--- src/rtl/ddt_pkg.sv ---
// Package: item types, register indexes and reset constants of the duty and tachometer block.
package ddt_pkg;

    localparam int unsigned CFG_IDX_W  = 2;
    localparam int unsigned CFG_DATA_W = 8;
    localparam int unsigned NUM_KEYS   = 2;

    localparam logic [CFG_IDX_W-1:0] REG_DEBOUNCE_RELOAD = 2'd0;
    localparam logic [CFG_IDX_W-1:0] REG_INITIAL_DUTY    = 2'd1;

    localparam logic [7:0] DEBOUNCE_RELOAD_RST = 8'd10;
    localparam logic [7:0] INITIAL_DUTY_RST    = 8'd1;

    typedef struct packed {
        logic key_up_pin;
        logic key_down_pin;
        logic sensor_pin;
        logic debounce_tick;
        logic second_tick;
    } t_in_item;

    typedef struct packed {
        logic [7:0] duty;
        logic [7:0] speed;
    } t_result;

endpackage

--- src/rtl/ddt_in_if.sv ---
// Interface: input item channel (pin sample and tick strobes).
interface ddt_in_if;
    logic             valid;
    logic             ready;
    ddt_pkg::t_in_item data;

    modport source (output valid, output data, input ready);
    modport sink   (input valid, input data, output ready);
endinterface

--- src/rtl/ddt_out_if.sv ---
// Interface: result item channel (duty and speed).
interface ddt_out_if;
    logic             valid;
    logic             ready;
    ddt_pkg::t_result data;

    modport source (output valid, output data, input ready);
    modport sink   (input valid, input data, output ready);
endinterface

--- src/rtl/debounced_duty_and_tachometer.sv ---
// Top level: key debouncers, duty up/down counter and falling-edge tachometer.
//
//  channel  | dir | handshake         | payload
//  ---------+-----+-------------------+----------------------------------------------
//  i_in     | in  | valid/ready       | key_up_pin key_down_pin sensor_pin
//           |     |                   | debounce_tick second_tick
//  o_out    | out | valid/ready       | duty[7:0] speed[7:0]
//  cfg      | in  | i_cfg_we (no ack) | i_cfg_idx[1:0] i_cfg_wdata[7:0]
//
// One item per cycle while i_in.ready is high: the state update is one pass of logic ahead
// of the accepting edge, and the result is loaded into the output register at that edge
// and offered the next cycle. While o_out is stalled, a skid register takes that result
// instead and holds it; i_in.ready drops only while the skid register is full.
// Synchronous active-low reset: counters, flags and output valid clear, sensor history
// sets, duty loads its reset value 1, reload returns to 10.
module debounced_duty_and_tachometer (
    input  logic                                i_clk,
    input  logic                                i_rst_n,
    ddt_in_if.sink                              i_in,
    ddt_out_if.source                           o_out,
    input  logic                                i_cfg_we,
    input  logic [ddt_pkg::CFG_IDX_W-1:0]       i_cfg_idx,
    input  logic [ddt_pkg::CFG_DATA_W-1:0]      i_cfg_wdata
);

    logic [7:0] r_reload;

    logic [7:0] r_key_cnt    [ddt_pkg::NUM_KEYS];
    logic       r_key_samp   [ddt_pkg::NUM_KEYS];
    logic       r_key_stab   [ddt_pkg::NUM_KEYS];
    logic       r_key_prev   [ddt_pkg::NUM_KEYS];
    logic [7:0] r_duty;
    logic       r_sensor_prev;
    logic [7:0] r_pulse;
    logic [7:0] r_speed;

    logic [7:0] n_key_cnt    [ddt_pkg::NUM_KEYS];
    logic       n_key_samp   [ddt_pkg::NUM_KEYS];
    logic       n_key_stab   [ddt_pkg::NUM_KEYS];
    logic [7:0] n_duty;
    logic [7:0] n_pulse;
    logic [7:0] n_speed;

    logic             r_out_valid;
    ddt_pkg::t_result r_out;
    logic             r_skid_valid;
    ddt_pkg::t_result r_skid;

    logic             accept;
    logic             out_free;
    logic             pin   [ddt_pkg::NUM_KEYS];
    logic [7:0]       dec   [ddt_pkg::NUM_KEYS];
    logic [7:0]       pulse_base;
    ddt_pkg::t_result result;

    assign accept   = i_in.valid && i_in.ready;
    assign out_free = !r_out_valid || o_out.ready;

    assign i_in.ready  = !r_skid_valid;
    assign o_out.valid = r_out_valid;
    assign o_out.data  = r_out;

    assign pin[0] = i_in.data.key_up_pin;
    assign pin[1] = i_in.data.key_down_pin;

    always_comb begin
        for (int k = 0; k < ddt_pkg::NUM_KEYS; k++) begin
            dec[k]        = r_key_cnt[k] - 8'd1;
            n_key_cnt[k]  = r_key_cnt[k];
            n_key_samp[k] = r_key_samp[k];
            n_key_stab[k] = r_key_stab[k];
            if (i_in.data.debounce_tick) begin
                if (r_key_cnt[k] == 8'd0) begin
                    n_key_cnt[k]  = r_reload;
                    n_key_samp[k] = pin[k];
                end else if (r_key_samp[k] != pin[k]) begin
                    n_key_cnt[k]  = r_reload;
                    n_key_samp[k] = pin[k];
                end else begin
                    n_key_cnt[k] = dec[k];
                    if (dec[k] == 8'd0) begin
                        n_key_stab[k] = pin[k];
                    end
                end
            end
        end

        n_duty = r_duty;
        if (r_key_prev[0] && !n_key_stab[0]) begin
            n_duty = n_duty + 8'd1;
        end
        if (r_key_prev[1] && !n_key_stab[1]) begin
            n_duty = n_duty - 8'd1;
        end

        n_speed    = i_in.data.second_tick ? r_pulse : r_speed;
        pulse_base = i_in.data.second_tick ? 8'd0 : r_pulse;
        n_pulse    = (r_sensor_prev && !i_in.data.sensor_pin) ? pulse_base + 8'd1
                                                              : pulse_base;

        result.duty  = n_duty;
        result.speed = n_speed;
    end

    // block state
    always_ff @(posedge i_clk) begin
        if (!i_rst_n) begin
            r_reload      <= ddt_pkg::DEBOUNCE_RELOAD_RST;
            r_duty        <= ddt_pkg::INITIAL_DUTY_RST;
            r_sensor_prev <= 1'b1;
            r_pulse       <= 8'd0;
            r_speed       <= 8'd0;
            for (int k = 0; k < ddt_pkg::NUM_KEYS; k++) begin
                r_key_cnt[k]  <= 8'd0;
                r_key_samp[k] <= 1'b0;
                r_key_stab[k] <= 1'b0;
                r_key_prev[k] <= 1'b0;
            end
        end else begin
            if (accept) begin
                for (int k = 0; k < ddt_pkg::NUM_KEYS; k++) begin
                    r_key_cnt[k]  <= n_key_cnt[k];
                    r_key_samp[k] <= n_key_samp[k];
                    r_key_stab[k] <= n_key_stab[k];
                    r_key_prev[k] <= n_key_stab[k];
                end
                r_duty        <= n_duty;
                r_sensor_prev <= i_in.data.sensor_pin;
                r_pulse       <= n_pulse;
                r_speed       <= n_speed;
            end
            if (i_cfg_we) begin
                case (i_cfg_idx)
                    ddt_pkg::REG_DEBOUNCE_RELOAD: r_reload <= i_cfg_wdata;
                    ddt_pkg::REG_INITIAL_DUTY: begin
                        r_duty <= i_cfg_wdata;
                    end
                    default: ;
                endcase
            end
        end
    end

    // output register and skid stage
    always_ff @(posedge i_clk) begin
        if (!i_rst_n) begin
            r_out_valid  <= 1'b0;
            r_skid_valid <= 1'b0;
        end else begin
            if (out_free) begin
                if (r_skid_valid) begin
                    r_out_valid  <= 1'b1;
                    r_skid_valid <= 1'b0;
                end else begin
                    r_out_valid <= accept;
                end
            end else if (accept) begin
                r_skid_valid <= 1'b1;
            end
        end
    end

    always_ff @(posedge i_clk) begin
        if (out_free) begin
            r_out <= r_skid_valid ? r_skid : result;
        end
        if (!out_free && accept) begin
            r_skid <= result;
        end
    end

    a_skid_needs_out: assert property (@(posedge i_clk) disable iff (!i_rst_n)
        r_skid_valid |-> r_out_valid)
        else $error("skid register full while output register empty");

    a_stall_to_skid: assert property (@(posedge i_clk) disable iff (!i_rst_n)
        (accept && r_out_valid && !o_out.ready) |=> r_skid_valid)
        else $error("item accepted under stall not held in skid register");

    a_skid_held: assert property (@(posedge i_clk) disable iff (!i_rst_n)
        (r_skid_valid && !o_out.ready) |=> (r_skid_valid && $stable(r_skid)))
        else $error("skid item lost while output stalled");

    a_duty_quiet: assert property (@(posedge i_clk) disable iff (!i_rst_n)
        (!accept && !i_cfg_we) |=> $stable(r_duty))
        else $error("duty changed without an item or preset write");

endmodule
--- src/flat_wrapper.sv ---
// flat-port wrapper written by rule: the top's interface ports become plain ports
module debounced_duty_and_tachometer_flat 
  (i_clk, i_rst_n, i_cfg_we, i_cfg_idx, i_cfg_wdata, i_in_valid, i_in_data, i_in_ready, o_out_valid, o_out_data, o_out_ready);
  ddt_in_if i_in_i ();
  ddt_out_if o_out_i ();
  input  logic i_clk;
  input  logic i_rst_n;
  input  logic i_cfg_we;
  input  logic [ddt_pkg::CFG_IDX_W-1:0] i_cfg_idx;
  input  logic [ddt_pkg::CFG_DATA_W-1:0] i_cfg_wdata;
  input wire logic [$bits(i_in_i.valid)-1:0] i_in_valid;
  input wire logic [$bits(i_in_i.data)-1:0] i_in_data;
  output wire logic [$bits(i_in_i.ready)-1:0] i_in_ready;
  output wire logic [$bits(o_out_i.valid)-1:0] o_out_valid;
  output wire logic [$bits(o_out_i.data)-1:0] o_out_data;
  input wire logic [$bits(o_out_i.ready)-1:0] o_out_ready;
  assign i_in_i.valid = i_in_valid;
  assign i_in_i.data = i_in_data;
  assign i_in_ready = i_in_i.ready;
  assign o_out_valid = o_out_i.valid;
  assign o_out_data = o_out_i.data;
  assign o_out_i.ready = o_out_ready;
  debounced_duty_and_tachometer u_core (.i_clk(i_clk), .i_rst_n(i_rst_n), .i_in(i_in_i), .o_out(o_out_i), .i_cfg_we(i_cfg_we), .i_cfg_idx(i_cfg_idx), .i_cfg_wdata(i_cfg_wdata));
endmodule
--- config.mk ---
export PLATFORM = sky130hd
export DESIGN_NAME = debounced_duty_and_tachometer_flat
export DESIGN_NICKNAME = d
export VERILOG_FILES = /design/src/rtl/ddt_pkg.sv /design/src/rtl/ddt_in_if.sv /design/src/rtl/ddt_out_if.sv /design/src/rtl/debounced_duty_and_tachometer.sv /design/src/flat_wrapper.sv
export SDC_FILE = /design/constraint.sdc
export NUM_CORES = 1
export LEC_CHECK = 0
export ABC_AREA = 1
export BUFFER_PORTS_ARGS = -buffer_cell sky130_fd_sc_hd__buf_2
export CAP_MARGIN = 5
export CORE_MARGIN = 2
export CORE_UTILIZATION = 30
export CTS_CLUSTER_SIZE = 10
export DETAILED_ROUTE_END_ITERATION = 8
export PLACE_DENSITY = 0.44
export SYNTH_ARGS = -nofsm -noshare
export SYNTH_HDL_FRONTEND = slang
export SYNTH_SLANG_ARGS = --single-unit
--- constraint.sdc ---
create_clock -name i_clk -period 4.8 [get_ports i_clk]
set_input_delay 0.72 -clock i_clk [delete_from_list [all_inputs] [get_ports i_clk]]
set_output_delay 0.72 -clock i_clk [all_outputs]
set_load 0.05 [all_outputs]
* Word level (Yosys, flattened, before mapping)
Memory sizes are Yosys's and may differ from the RTL's. Index checks and enable logic that the tools add are counted.
Storage, ports and cells: register bits 67, memory bits (writable) 22, input port bits 20, output and inout port bits 18, word-level logic and storage cells 93, memories 4
Operators by class: add/sub/neg operators 5, eq/ne operators 3, multiplexer cells 42, bitwise logic cells 9, reductions and logical operators 19
Memories:
- u_core.r_key_cnt | depth 2, width 8, read ports 2, clocked after Yosys merged registers in 0, write ports 2, RTL line debounced_duty_and_tachometer.sv:28 | logic [7:0] r_key_cnt [ddt_pkg::NUM_KEYS];
- u_core.r_key_prev | depth 2, width 1, read ports 2, clocked after Yosys merged registers in 0, write ports 2, RTL line debounced_duty_and_tachometer.sv:31 | logic r_key_prev [ddt_pkg::NUM_KEYS];
- u_core.r_key_samp | depth 2, width 1, read ports 2, clocked after Yosys merged registers in 0, write ports 2, RTL line debounced_duty_and_tachometer.sv:29 | logic r_key_samp [ddt_pkg::NUM_KEYS];
- u_core.r_key_stab | depth 2, width 1, read ports 2, clocked after Yosys merged registers in 0, write ports 2, RTL line debounced_duty_and_tachometer.sv:30 | logic r_key_stab [ddt_pkg::NUM_KEYS];
Operators by type and width (count):
- $mux 8 | 16
- $logic_not 8->1 | 4
- $mux 1 | 25
- $sub 8x1->8 const B | 3
- $add 8x1->8 const B | 2
- $mux 16 | 1
- $or 1x1->1 | 8
- $logic_not 1->1 | 6
- $logic_and 1x1->1 | 5
- $eq 2x1->1 const B | 1
- $logic_not 2->1 | 1
- $ne 1x1->1 | 2
- $reduce_and 2->1 | 1
- $reduce_or 2->1 | 1
- $logic_or 1x1->1 | 1
- $not 1->1 | 1

* Depth between registers and ports, before layout
Gate-level depths: netlist of the first run.
word-level depth 14, depth in mapped cells 21, gate-level depth less buffers 21

* Worst setup path after synthesis of the first run
OpenSTA, ideal clock, no wires.
path type input to register, start input i_in_data[4], end register u_core.r_out, in the netlist u_core.o_out.data[14], data pin, setup time 0.289 ns, arrival time 2.325 ns, required time 4.511 ns, path slack 2.186 ns, stages on the path 13, buffers on the path 0, cells stage by stage xnor2_1 -> nand3_2 -> nor2_4 -> nand4_2 -> nor2_4 -> nand2_1 -> o21ai_2 -> ha_1 -> nand3_1 -> nor2_4 -> nand2_2 -> o21bai_2 -> a31oi_1
On the way: longest elaborated chain between the ends 10, elaborated cells between the ends (all ways) 11, classes of those cells 1 x add/sub; 1 x eq/ne; 7 x mux; 2 x reduce/logical
RTL lines:
- from (decl) | RTL line flat_wrapper.sv:12 | input wire logic [$bits(i_in_i.data)-1:0] i_in_data;
- $mux 1 or $ne 1x1->1 (tied branches) | RTL line debounced_duty_and_tachometer.sv:81, debounced_duty_and_tachometer.sv:76
- $mux 1 * | RTL line debounced_duty_and_tachometer.sv:76 | end else if (r_key_samp[k] != pin[k]) begin
- $mux 1 * | RTL line debounced_duty_and_tachometer.sv:73 | if (r_key_cnt[k] == 8'd0) begin
- $mux 1 * | RTL line debounced_duty_and_tachometer.sv:72 | if (i_in.data.debounce_tick) begin
- $logic_not 1->1 * | RTL line debounced_duty_and_tachometer.sv:89 | if (r_key_prev[0] && !n_key_stab[0]) begin
- $logic_and 1x1->1 * | RTL line debounced_duty_and_tachometer.sv:89
- $mux 8 * | RTL line debounced_duty_and_tachometer.sv:89
- $sub 8x1->8 | RTL line debounced_duty_and_tachometer.sv:93 | n_duty = n_duty - 8'd1;
- $mux 8 * | RTL line debounced_duty_and_tachometer.sv:92 | if (r_key_prev[1] && !n_key_stab[1]) begin
- $mux 16 * | RTL line debounced_duty_and_tachometer.sv:165 | r_out <= r_skid_valid ? r_skid : result;
- to (signal assigned) | RTL line debounced_duty_and_tachometer.sv:165
- to (decl) | RTL line debounced_duty_and_tachometer.sv:45 | ddt_pkg::t_result r_out;
Mark *: on every way between the ends. The rest lies on a longest branch, timed or not. A chain may end at the register's enable or synchronous reset.

==> impl_metrics.json, run 1 <==
{
  "result_of_the_run": "complete, no violations",
  "max_cap_violations": 0,
  "post_cts.resized_instances": 0,
  "seq_area_um2": 2260,
  "multi_input_comb_area_um2": 1850,
  "std_cell_rows": 44,
  "post-route-min-period_ns": 2.84,
  "clock-sinks": 87,
  "vias_per_cell": 4.66,
  "fin_total_pwr_mw": 1.85,
  "post_synth.cell_area_avg_um2": 8.49,
  "yosysSeqAreaShare": 0.509,
  "p_leak_nw": 2.08,
  "dp.cells": 735,
  "io_pins": 38,
  "hold_class": "flip-flop to flip-flop",
  "cts_htree_levels": 3,
  "cp_common_cell": "nand2_1",
  "drc_errors": 0,
  "synthFlopType": "edfxtp_1",
  "grt_pass1_vias": 3442,
  "routed_wirelength_um": 10500,
  "port-buffer-count": 37,
  "timing_worst_slew_pin_value_ns": 0.782,
  "ctsHoldBuffers": 0,
  "worst_ep_arrival_time_ns": 2.92,
  "area_delta_synth_final_pct": 15.6,
  "overflow": 0,
  "drt-pass1-iter-count": 4,
  "nFillCells": 1488,
  "cts_tree": "built",
  "relSlewSlack": 0.478,
  "timing.setup.critical_path_class": "flip-flop to flip-flop",
  "grt_setup_unrepaired": "no",
  "grt_first_pass_wirelength_um": 17500,
  "report.final.setup_viol": 0,
  "vias": 3501,
  "globalplace.congestion": 0.804,
  "worstSetupEndpointType": "flip-flop",
  "detailed_place_hpwl_um": 7710,
  "start_util": 0.307,
  "final.period_utilization": 0.591,
  "count_of_final_max_slew_check_failures": 0,
  "initial_antenna_violation_count": 0,
  "globalRouteTotalUtil": 0.140,
  "postCtsSetupBuffers": 0,
  "cts_root_buffer": "clkbuf_16",
  "num_antenna_cells": 0,
  "cp_max_fo": 6,
  "drt_first_iter_violations": 240,
  "post_drt_wl_per_cell_um": 14.0,
  "design.die.area_um2": 15800,
  "synth_enable_flop_cells": 52,
  "clock_insertion_delay_worst_skew_ns": 0.34,
  "nets": 589,
  "finalSetupTns_ns": 0,
  "crit_chain": "inv_1 -> ha_1 -> inv_1 -> nand2_1 -> nand2_1 -> nor2_1 -> nand2_1 -> nor2_4 -> nand4_2 -> nor2_4 -> nand2_1 -> o21ai_2 -> ha_1 -> nand3_1 -> nor2_4 -> nand2_2 -> o21bai_2 -> a31oi_1",
  "hold_viol_final": 0,
  "r2r_setup_slack_ns": 1.96,
  "max_stage_delay_ns": 0.41,
  "drt.antenna.violating_nets": 0,
  "clk_pin_slew_worst_paths_ns": 0.07,
  "cp_slowest_cell": "edfxtp_1",
  "clock-skew-final_ns": 0.00707,
  "max_freq_mhz": 353,
  "critical_path.startpoint_type": "flip-flop",
  "cts_buffers": 9,
  "cp.required_ns": 4.88,
  "asyncSetResetFlopFracSynth": 0,
  "ys_warn_count": 0,
  "syn_inst": 523,
  "pin_count_of_the_biggest_net_entering_global_routing": 25,
  "ys_ff_latch": 87,
  "fin_cells": 751,
  "synth_fp_nets": 550,
  "worst_ir_drop_vdd_mv": 0.161,
  "clock_path_buffers": 2,
  "core_region_area_um2": 14500,
  "dieHeight_um": 126,
  "fp.dieW_um": 126,
  "drive_above_1_share": 0.173,
  "power.density_cell_area_nw_per_um2": 361,
  "syn-cell-area_um2": 4440,
  "yosysUniqueCellTypes": 38
}
==> cells by family (layout without fill, tap and decap cells) <==
family / Yosys count / after routing / share of synthesized area
buf+inv: 87 / 131 / 0.0744
compound gates: 116 / 116 / 0.143
flops: 87 / 87 / 0.509
xor+xnor: 9 / 9 / 0.0194
mux: 1 / 1 / 0.00225
simple gates: 216 / 216 / 0.232
fa+ha+maj: 7 / 7 / 0.0197
==> worst max-delay path: cells and delay by family (launching register included) <==
kind	cells	cell delay [ns]
flops	1	0.41
buf+inv	2	0.21
compound gates	3	0.32
fa+ha+maj	2	0.45
simple gates	11	1.17
==> state kept, by name, summed over array words and instances (netlist names) <==
register,flops
u_core.o_out.valid,1
u_core.r_sensor_prev,1
u_core.r_skid_valid,1
u_core.r_key_samp,2
u_core.r_reload,8
u_core.r_speed,8
u_core.r_skid,16
u_core.r_key_cnt,16
u_core.r_key_prev,2
u_core.o_out.data,16
u_core.r_duty,8
u_core.r_pulse,8
==> cell usage in the layout (no fill, tap or decap), types with 2 or more instances in the layout <==
cell type,Yosys,routed
nor3_2,2,2
nand3_1,23,23
nor2_2,3,3
edfxtp_1,52,52
clkinvlp_4,0,2
inv_2,5,5
buf_2,0,37
o21ai_2,2,2
a211oi_1,5,5
nand3_2,3,3
inv_1,68,68
nor3_1,6,6
o211ai_1,2,2
o21ai_1,3,3
nand4_1,7,7
a21oi_2,2,2
nor2_4,7,7
nand2_1,102,102
or2_2,2,2
buf_4,1,4
o22ai_1,2,2
dfxtp_1,35,35
a21oi_1,24,24
nor4_1,4,4
o21ai_0,64,64
nor2_1,42,42
a31oi_1,10,10
nand2_2,11,11
xor2_1,5,5
xnor2_1,3,3
clkbuf_16,0,9
ha_1,7,7
nand4_2,3,3
==> cell type report <==
class | instances | share of cell area
multi-input cells | 349 | 0.360
repair buffers | 41 | 0.0419
inverters | 74 | 0.0541
well taps | 184 | 0.0448
clock buffers | 10 | 0.0446
flip-flops and latches | 87 | 0.441
clock inverters | 6 | 0.0136
==> cells in the mapped netlist (3+ instances only) <==
cell      count  share of area
nand2_1     102          0.086
inv_1        68          0.057
o21ai_0      64          0.072
edfxtp_1     52           0.35
nor2_1       42          0.035
dfxtp_1      35           0.16
a21oi_1      24          0.027
nand3_1      23          0.026
nand2_2      11          0.015
a31oi_1      10          0.014
clkbuf_1     10         0.0085
ha_1          7          0.020
nand4_1       7         0.0099
nor2_4        7          0.018
nor3_1        6         0.0068
a211oi_1      5         0.0085
inv_2         5         0.0042
xor2_1        5         0.0099
nor4_1        4         0.0056
nand3_2       3         0.0068
nand4_2       3         0.0085
nor2_2        3         0.0042
o21ai_1       3         0.0034
xnor2_1       3         0.0059
==> path summary, 6_finish.rpt <==
kind	startpoint	end	depth (start not counted)
worst max-delay path	u_core.r_key_cnt[0][0]	u_core.o_out.data[14]	18
worst min-delay path	u_core.r_sensor_prev	u_core.r_sensor_prev	2
worst max register to register	u_core.r_key_cnt[0][0]	u_core.o_out.data[14]	18
worst min register to register	u_core.r_sensor_prev	u_core.r_sensor_prev	2
==> where the power goes <==
group	switching, mW	total (mW)	internal (mW)	leakage, nW
clock network	0.308	0.717	0.408	0.141
registers	0.0266	0.869	0.843	0.822
logic	0.197	0.268	0.0717	1.12
total	0.532	1.85	1.32	2.08
==> through the flow <==
stage / utilization / worst slack, ns / cell area, um^2 / hold slack, ns
finish: 0.355 / 1.96 / 5130 / 0.454
global route: 0.355 / 1.63 / 5130 / 0.477
CTS: 0.355 / 1.93 / 5130 / 0.454
detailed placement: 0.334 / 1.85 / 4830 / 0.439
global placement: 0.334 / 1.92 / 4830 / 0.434
floorplan: - / 2.19 / 4440 / 0.423
==> routing by layer <==
metal | up-vias | wire (um) | global-route usage
met5 | - | 0 | 0
met4 | 0 | 151 | 0.0503
met3 | 13 | 240 | 0.0285
met2 | 45 | 4810 | 0.214
met1 | 1601 | 5290 | 0.197
li1 | 1842 | - | -
(Power assumes the default switching activity.)
==> run 2, diff against run 1 <==
--- a/config.mk
+++ b/config.mk
@@ -5,14 +5,14 @@
 export SDC_FILE = /design/constraint.sdc
 export NUM_CORES = 1
 export LEC_CHECK = 0
-export ABC_AREA = 1
+export ABC_AREA = 0
 export BUFFER_PORTS_ARGS = -buffer_cell sky130_fd_sc_hd__buf_2
 export CAP_MARGIN = 5
 export CORE_MARGIN = 2
 export CORE_UTILIZATION = 30
 export CTS_CLUSTER_SIZE = 10
 export DETAILED_ROUTE_END_ITERATION = 8
-export PLACE_DENSITY = 0.44
+export PLACE_DENSITY = 0.45
 export SYNTH_ARGS = -nofsm -noshare
 export SYNTH_HDL_FRONTEND = slang
 export SYNTH_SLANG_ARGS = --single-unit
==> constraint.sdc (replaced) <==
create_clock -name i_clk -period 2.33 [get_ports i_clk]
set_input_delay 0.3495 -clock i_clk [delete_from_list [all_inputs] [get_ports i_clk]]
set_output_delay 0.3495 -clock i_clk [all_outputs]
set_load 0.05 [all_outputs]
==> run 2 against run 1 <==
Effect of this change: the flow now finishes with violations (negative setup slack); cell count increased by 0.13%; utilization is 4.9 points higher; global-route usage rose by 1.3 points.
==> impl_metrics.json, run 2 <==
{
  "globalRouteTotalUtil": 0.154,
  "worst_ir_drop_vdd_mv": 0.378,
  "layout.cells.most_common_list": "buf_4 (83), edfxtp_1 (52), nor2_1 (43)",
  "layout_setup_ws_ns": -0.873,
  "clock-skew-final_ns": 0.00861,
  "core_region_area_um2": 15200,
  "grtUsageMet1": 0.210,
  "hold_class": "primary input to flip-flop",
  "post_synth.cell_area_avg_um2": 10.4,
  "timing.setup.critical_path_class": "flip-flop to flip-flop",
  "power.density_cell_area_nw_per_um2": 650,
  "grt_setup_unrepaired": "yes",
  "cp.required_ns": 2.42,
  "nets": 586,
  "post-route-min-period_ns": 3.20,
  "place_worst_setup_slack_ns": -0.980,
  "std_cell_rows": 45,
  "max_cap_violations": 0,
  "cts_tree": "built",
  "vias": 3723,
  "grt_pass1_vias": 3643,
  "busiest_layer": "met2",
  "syn-cell-area_um2": 4650,
  "detailed_place_hpwl_um": 8670,
  "syn_inst": 448,
  "drt-pass1-iter-count": 5,
  "io_pins": 38,
  "yosysUniqueCellTypes": 69,
  "global_route.usage.met2": 0.243,
  "critical_path.startpoint_type": "flip-flop",
  "overflow": 0,
  "timing_worst_slew_pin_value_ns": 0.720,
  "synth_most_common_cell": "edfxtp_1",
  "final_util": 0.403,
  "report.final.setup_viol": 24,
  "drc_errors": 0,
  "synth_fp_nets": 475,
  "fp.dieW_um": 129,
  "routed_wirelength_um": 12000,
  "area_contributors_post_synth": "edfxtp_1 (34%), dfxtp_1 (15%), mux2_2 (3.6%)",
  "grt_first_pass_wirelength_um": 19600,
  "pin_count_of_the_biggest_net_entering_global_routing": 27,
  "hold-worst-slack_ns": 0.244,
  "asyncSetResetFlopFracSynth": 0,
  "mostFrequentLayoutCell": "buf_4",
  "drive_above_1_share": 0.360,
  "max_freq_mhz": 312,
  "clock_path_buffers": 2,
  "top_cell_type_by_total_area_after_synthesis": "edfxtp_1",
  "drt.antenna.violating_nets": 0,
  "cts_htree_levels": 3,
  "met3_track_demand_over_resource": 0.0316,
  "clk_pin_slew_worst_paths_ns": 0.07,
  "synth_enable_flop_cells": 52,
  "dieHeight_um": 129,
  "cp_max_fo": 4,
  "fin_total_pwr_mw": 3.98,
  "vias_per_cell": 4.95,
  "relSlewSlack": 0.517,
  "clock_insertion_delay_worst_skew_ns": 0.35,
  "drt_first_iter_violations": 178,
  "yosysSeqAreaShare": 0.486,
  "result_of_the_run": "complete, but fails checks",
  "ys_ff_latch": 87,
  "num_antenna_cells": 0,
  "initial_antenna_violation_count": 0,
  "ys_warn_count": 0,
  "hold_viol_final": 0,
  "worst_ep_arrival_time_ns": 3.30,
  "port-buffer-count": 37,
  "post_drt_wl_per_cell_um": 16.0,
  "cell_area_after_layout_um2": 6130,
  "yosys-top-cells-count": "edfxtp_1 (52), nor2_1 (45), dfxtp_1 (35)",
  "synthFlopType": "edfxtp_1",
  "globalplace.congestion": 0.784,
  "cts_root_buffer": "clkbuf_16",
  "violations": "negative setup slack",
  "design.die.area_um2": 16500,
  "clock-sinks": 87,
  "nFillCells": 1498,
  "worstSetupEndpointType": "flip-flop",
  "synth_top_cell_area_share": 0.336,
  "placement.cell_area_um2": 5580,
  "final.period_utilization": 1.37,
  "p_leak_nw": 2.47,
  "start_util": 0.306,
  "cts_buffers": 9,
  "count_of_final_max_slew_check_failures": 0,
  "area_delta_synth_final_pct": 31.8
}
==> run 2: timing repair <==
action	4_1_cts	5_1_grt
hold buffers	0	0
endpoints found under the setup margin	31	24
pin swaps	8	6
setup buffers	9	5
resized for setup	27	13
==> run 2: critical path: stages, from the launching register on <==
cell	delay, ns
edfxtp_1	0.40
inv_2	0.10
ha_4	0.15
nor3b_4	0.18
xor2_1	0.11
or4_4	0.51
nor3_4	0.20
buf_4	0.16
xnor2_2	0.12
ha_2	0.21
nand4b_1	0.22
nor2_4	0.23
mux2i_2	0.26
o31ai_1	0.12
==> run 2: final cells by class <==
type / count / area (um^2) / area share
flip-flops and latches: 87 / 2260 / 0.369
inverters: 17 / 63.8 / 0.0104
clock inverters: 6 / 43.8 / 0.00714
well taps: 188 / 235 / 0.0384
repair buffers: 126 / 876 / 0.143
clock buffers: 10 / 239 / 0.0390
multi-input cells: 318 / 2410 / 0.393
==> run 2: cells by family after synthesis <==
family	after synthesis	share of synthesized area
AND/OR/NAND/NOR	176	0.204
buffers and inverters	43	0.0387
adder cells (fa/ha/maj)	7	0.0188
multiplexers	30	0.0723
flip-flops	87	0.486
AO/OA/AOI/OAI	82	0.133
XOR/XNOR	23	0.0465
==> run 2: per-stage QoR <==
stage               std cells  TNS, ns
CTS                       750   -14.81
detailed placement        726   -18.90
floorplan                 448   -14.47
finish                    752   -15.34
global placement          726   -16.73
global route              752   -19.50
==> run 2: final timing paths <==
kind / startpoint / end / slack (ns) / cells after the start
min: i_in_data[2] / u_core.r_sensor_prev / 0.24 / 3
max reg2reg: u_core.r_key_cnt[0][1] / u_core.o_out.data[12] / -0.87 / 13
min reg2reg: u_core.r_sensor_prev / u_core.r_sensor_prev / 0.47 / 2
max: u_core.r_key_cnt[0][1] / u_core.o_out.data[12] / -0.87 / 13
==> run 2: report_power, final <==
| group | switching (mW) | total (mW) | internal (mW) |
|---|---|---|---|
| sequential | 0.0529 | 1.78 | 1.73 |
| clock | 0.638 | 1.40 | 0.758 |
| combinational | 0.458 | 0.806 | 0.348 |
==> run 2: routing by layer <==
metal / wire length, um / up-vias
met3: 366 / 16
met5: 0 / -
li1: - / 1863
met4: 229 / 0
met2: 5690 / 59
met1: 5720 / 1785
==> run 3, diff against run 2 <==
--- a/config.mk
+++ b/config.mk
@@ -12,7 +12,6 @@
 export CORE_UTILIZATION = 30
 export CTS_CLUSTER_SIZE = 10
 export DETAILED_ROUTE_END_ITERATION = 8
-export PLACE_DENSITY = 0.45
 export SYNTH_ARGS = -nofsm -noshare
 export SYNTH_HDL_FRONTEND = slang
 export SYNTH_SLANG_ARGS = --single-unit
==> run 3 against run 2 <==
Effect of this change: the flow still finishes with violations (negative setup slack); wire length shrank 5.5%; global-route usage down 0.97 points; clock power rose by 4%; die area is the same; worst hold slack got worse by 0.0099 ns; cell count up 0.80%; combinational power rose by 1%; design area grew 0.20%; sequential share of layout area fell by 0.075 points; count of clock-buffer cells in the layout down 1; first-iteration DRC count is 5.6% higher.
==> impl_metrics.json, run 3 (synthesis gave the netlist of run 2 again) <==
{
  "drt_first_iter_violations": 188,
  "clock-skew-final_ns": 0.0109,
  "final_util": 0.404,
  "max_freq_mhz": 307,
  "io_pins": 38,
  "clk_pin_slew_worst_paths_ns": 0.07,
  "drc_errors": 0,
  "std_cell_rows": 45,
  "nets": 592,
  "relSlewSlack": 0.641,
  "drt.antenna.violating_nets": 0,
  "clock_insertion_delay_worst_skew_ns": 0.35,
  "critical_path.startpoint_type": "flip-flop",
  "count_of_final_max_slew_check_failures": 0,
  "cts_buffers": 9,
  "grt_first_pass_wirelength_um": 18700,
  "cts_tree": "built",
  "post_drt_wl_per_cell_um": 15.0,
  "layout_setup_ws_ns": -0.931,
  "num_antenna_cells": 0,
  "design.die.area_um2": 16500,
  "clock-sinks": 87,
  "p_leak_nw": 2.48,
  "layout.cells.most_common_list": "buf_4 (94), edfxtp_1 (52), nor2_1 (41)",
  "mostFrequentLayoutCell": "buf_4",
  "ctsHoldBuffers": 0,
  "hold_viol_final": 0,
  "overflow": 0,
  "start_util": 0.306,
  "violations": "negative setup slack",
  "cp_max_fo": 3,
  "timing.setup.critical_path_class": "flip-flop to flip-flop",
  "nFillCells": 1460,
  "grt_setup_unrepaired": "yes",
  "cts_htree_levels": 3,
  "final.period_utilization": 1.40,
  "cp.required_ns": 2.43,
  "cts_root_buffer": "clkbuf_16",
  "max_cap_violations": 0,
  "pin_count_of_the_biggest_net_entering_global_routing": 26,
  "vias_per_cell": 4.91,
  "finalSetupTns_ns": -17.18,
  "globalplace.congestion": 0.880,
  "detailed_place_hpwl_um": 8400,
  "worstSetupEndpointType": "flip-flop",
  "result_of_the_run": "complete, but fails checks",
  "port-buffer-count": 37,
  "grt_pass1_vias": 3732,
  "drive_above_1_share": 0.361,
  "worst_ir_drop_vdd_mv": 0.290,
  "area_delta_synth_final_pct": 32.0,
  "vias": 3724,
  "post-route-min-period_ns": 3.26,
  "timing_worst_slew_pin_value_ns": 0.537,
  "globalRouteTotalUtil": 0.144,
  "multi_input_comb_area_um2": 2380,
  "routed_wirelength_um": 11300,
  "initial_antenna_violation_count": 1,
  "seq_area_um2": 2260,
  "drt-pass1-iter-count": 4,
  "dieHeight_um": 129,
  "power.density_cell_area_nw_per_um2": 660,
  "hold_class": "primary input to flip-flop",
  "report.final.setup_viol": 24,
  "fp.dieW_um": 129,
  "clock_path_buffers": 2,
  "core_region_area_um2": 15200,
  "worst_ep_arrival_time_ns": 3.36
}
[run 3: critical path, cell delays in order, from the launching register on]
cell      delay [ns]
edfxtp_1        0.40
inv_2           0.10
ha_4            0.14
nor3b_2         0.17
xor2_1          0.10
or4_4           0.51
nor3_4          0.26
mux2i_2         0.28
buf_4           0.14
buf_4           0.10
o211a_4         0.22
mux2i_4         0.27
xnor2_2         0.08
mux2_4          0.25
[run 3: repair_timing]
action / in CTS / in global routing
setup endpoints to repair: 30 / 31
buffers inserted: 13 / 1
gates resized for setup: 16 / 8
pin swaps: 11 / 4
[run 3: power breakdown]
part | leakage (nW) | switching, mW | internal (mW) | total, mW
combinational | 1.51 | 0.457 | 0.361 | 0.817
clock | 0.149 | 0.619 | 0.834 | 1.45
sequential | 0.820 | 0.0530 | 1.73 | 1.78
total | 2.48 | 1.13 | 2.92 | 4.05
[run 3: final timing paths]
| check | startpoint | endpoint | slack (ns) | cells past startpoint |
|---|---|---|---|---|
| setup / recovery | u_core.r_key_cnt[0][1] | u_core.o_out.data[13] | -0.93 | 13 |
| hold / removal | i_in_data[2] | u_core.r_sensor_prev | 0.23 | 3 |
| setup reg to reg | u_core.r_key_cnt[0][1] | u_core.o_out.data[13] | -0.93 | 13 |
| hold reg to reg | u_core.r_sensor_prev | u_core.r_sensor_prev | 0.47 | 2 |
[run 3: cell type report]
type                       instances  share of cell area
clock buffer                       9              0.0367
tap                              188              0.0383
sequential                        87               0.368
clock inverter                     7              0.0118
timing repair buffer             132               0.147
multi-input combinational        318               0.388
inverter                          17              0.0104
[run 3: metal layers]
layer  up-vias  wire (um)  GRT usage
li1       1872          -          -
met1      1770       5170      0.184
met2        56       5570      0.239
met3        24        312     0.0266
met4         2        271     0.0614
met5         -         11          0
[run 3: per-stage QoR]
stage	cells	hold WS [ns]	power (mW)	worst slack, ns	cell area (um^2)
final	758	0.234	4.05	-0.931	6140
after global routing	758	0.264	4.21	-1.09	6140
after CTS	757	0.231	4.07	-0.815	6080
after detailed placement	728	0.453	2.58	-0.955	5590
after global placement	728	0.444	2.56	-0.827	5590
after floorplan	448	0.433	2.27	-0.894	4680
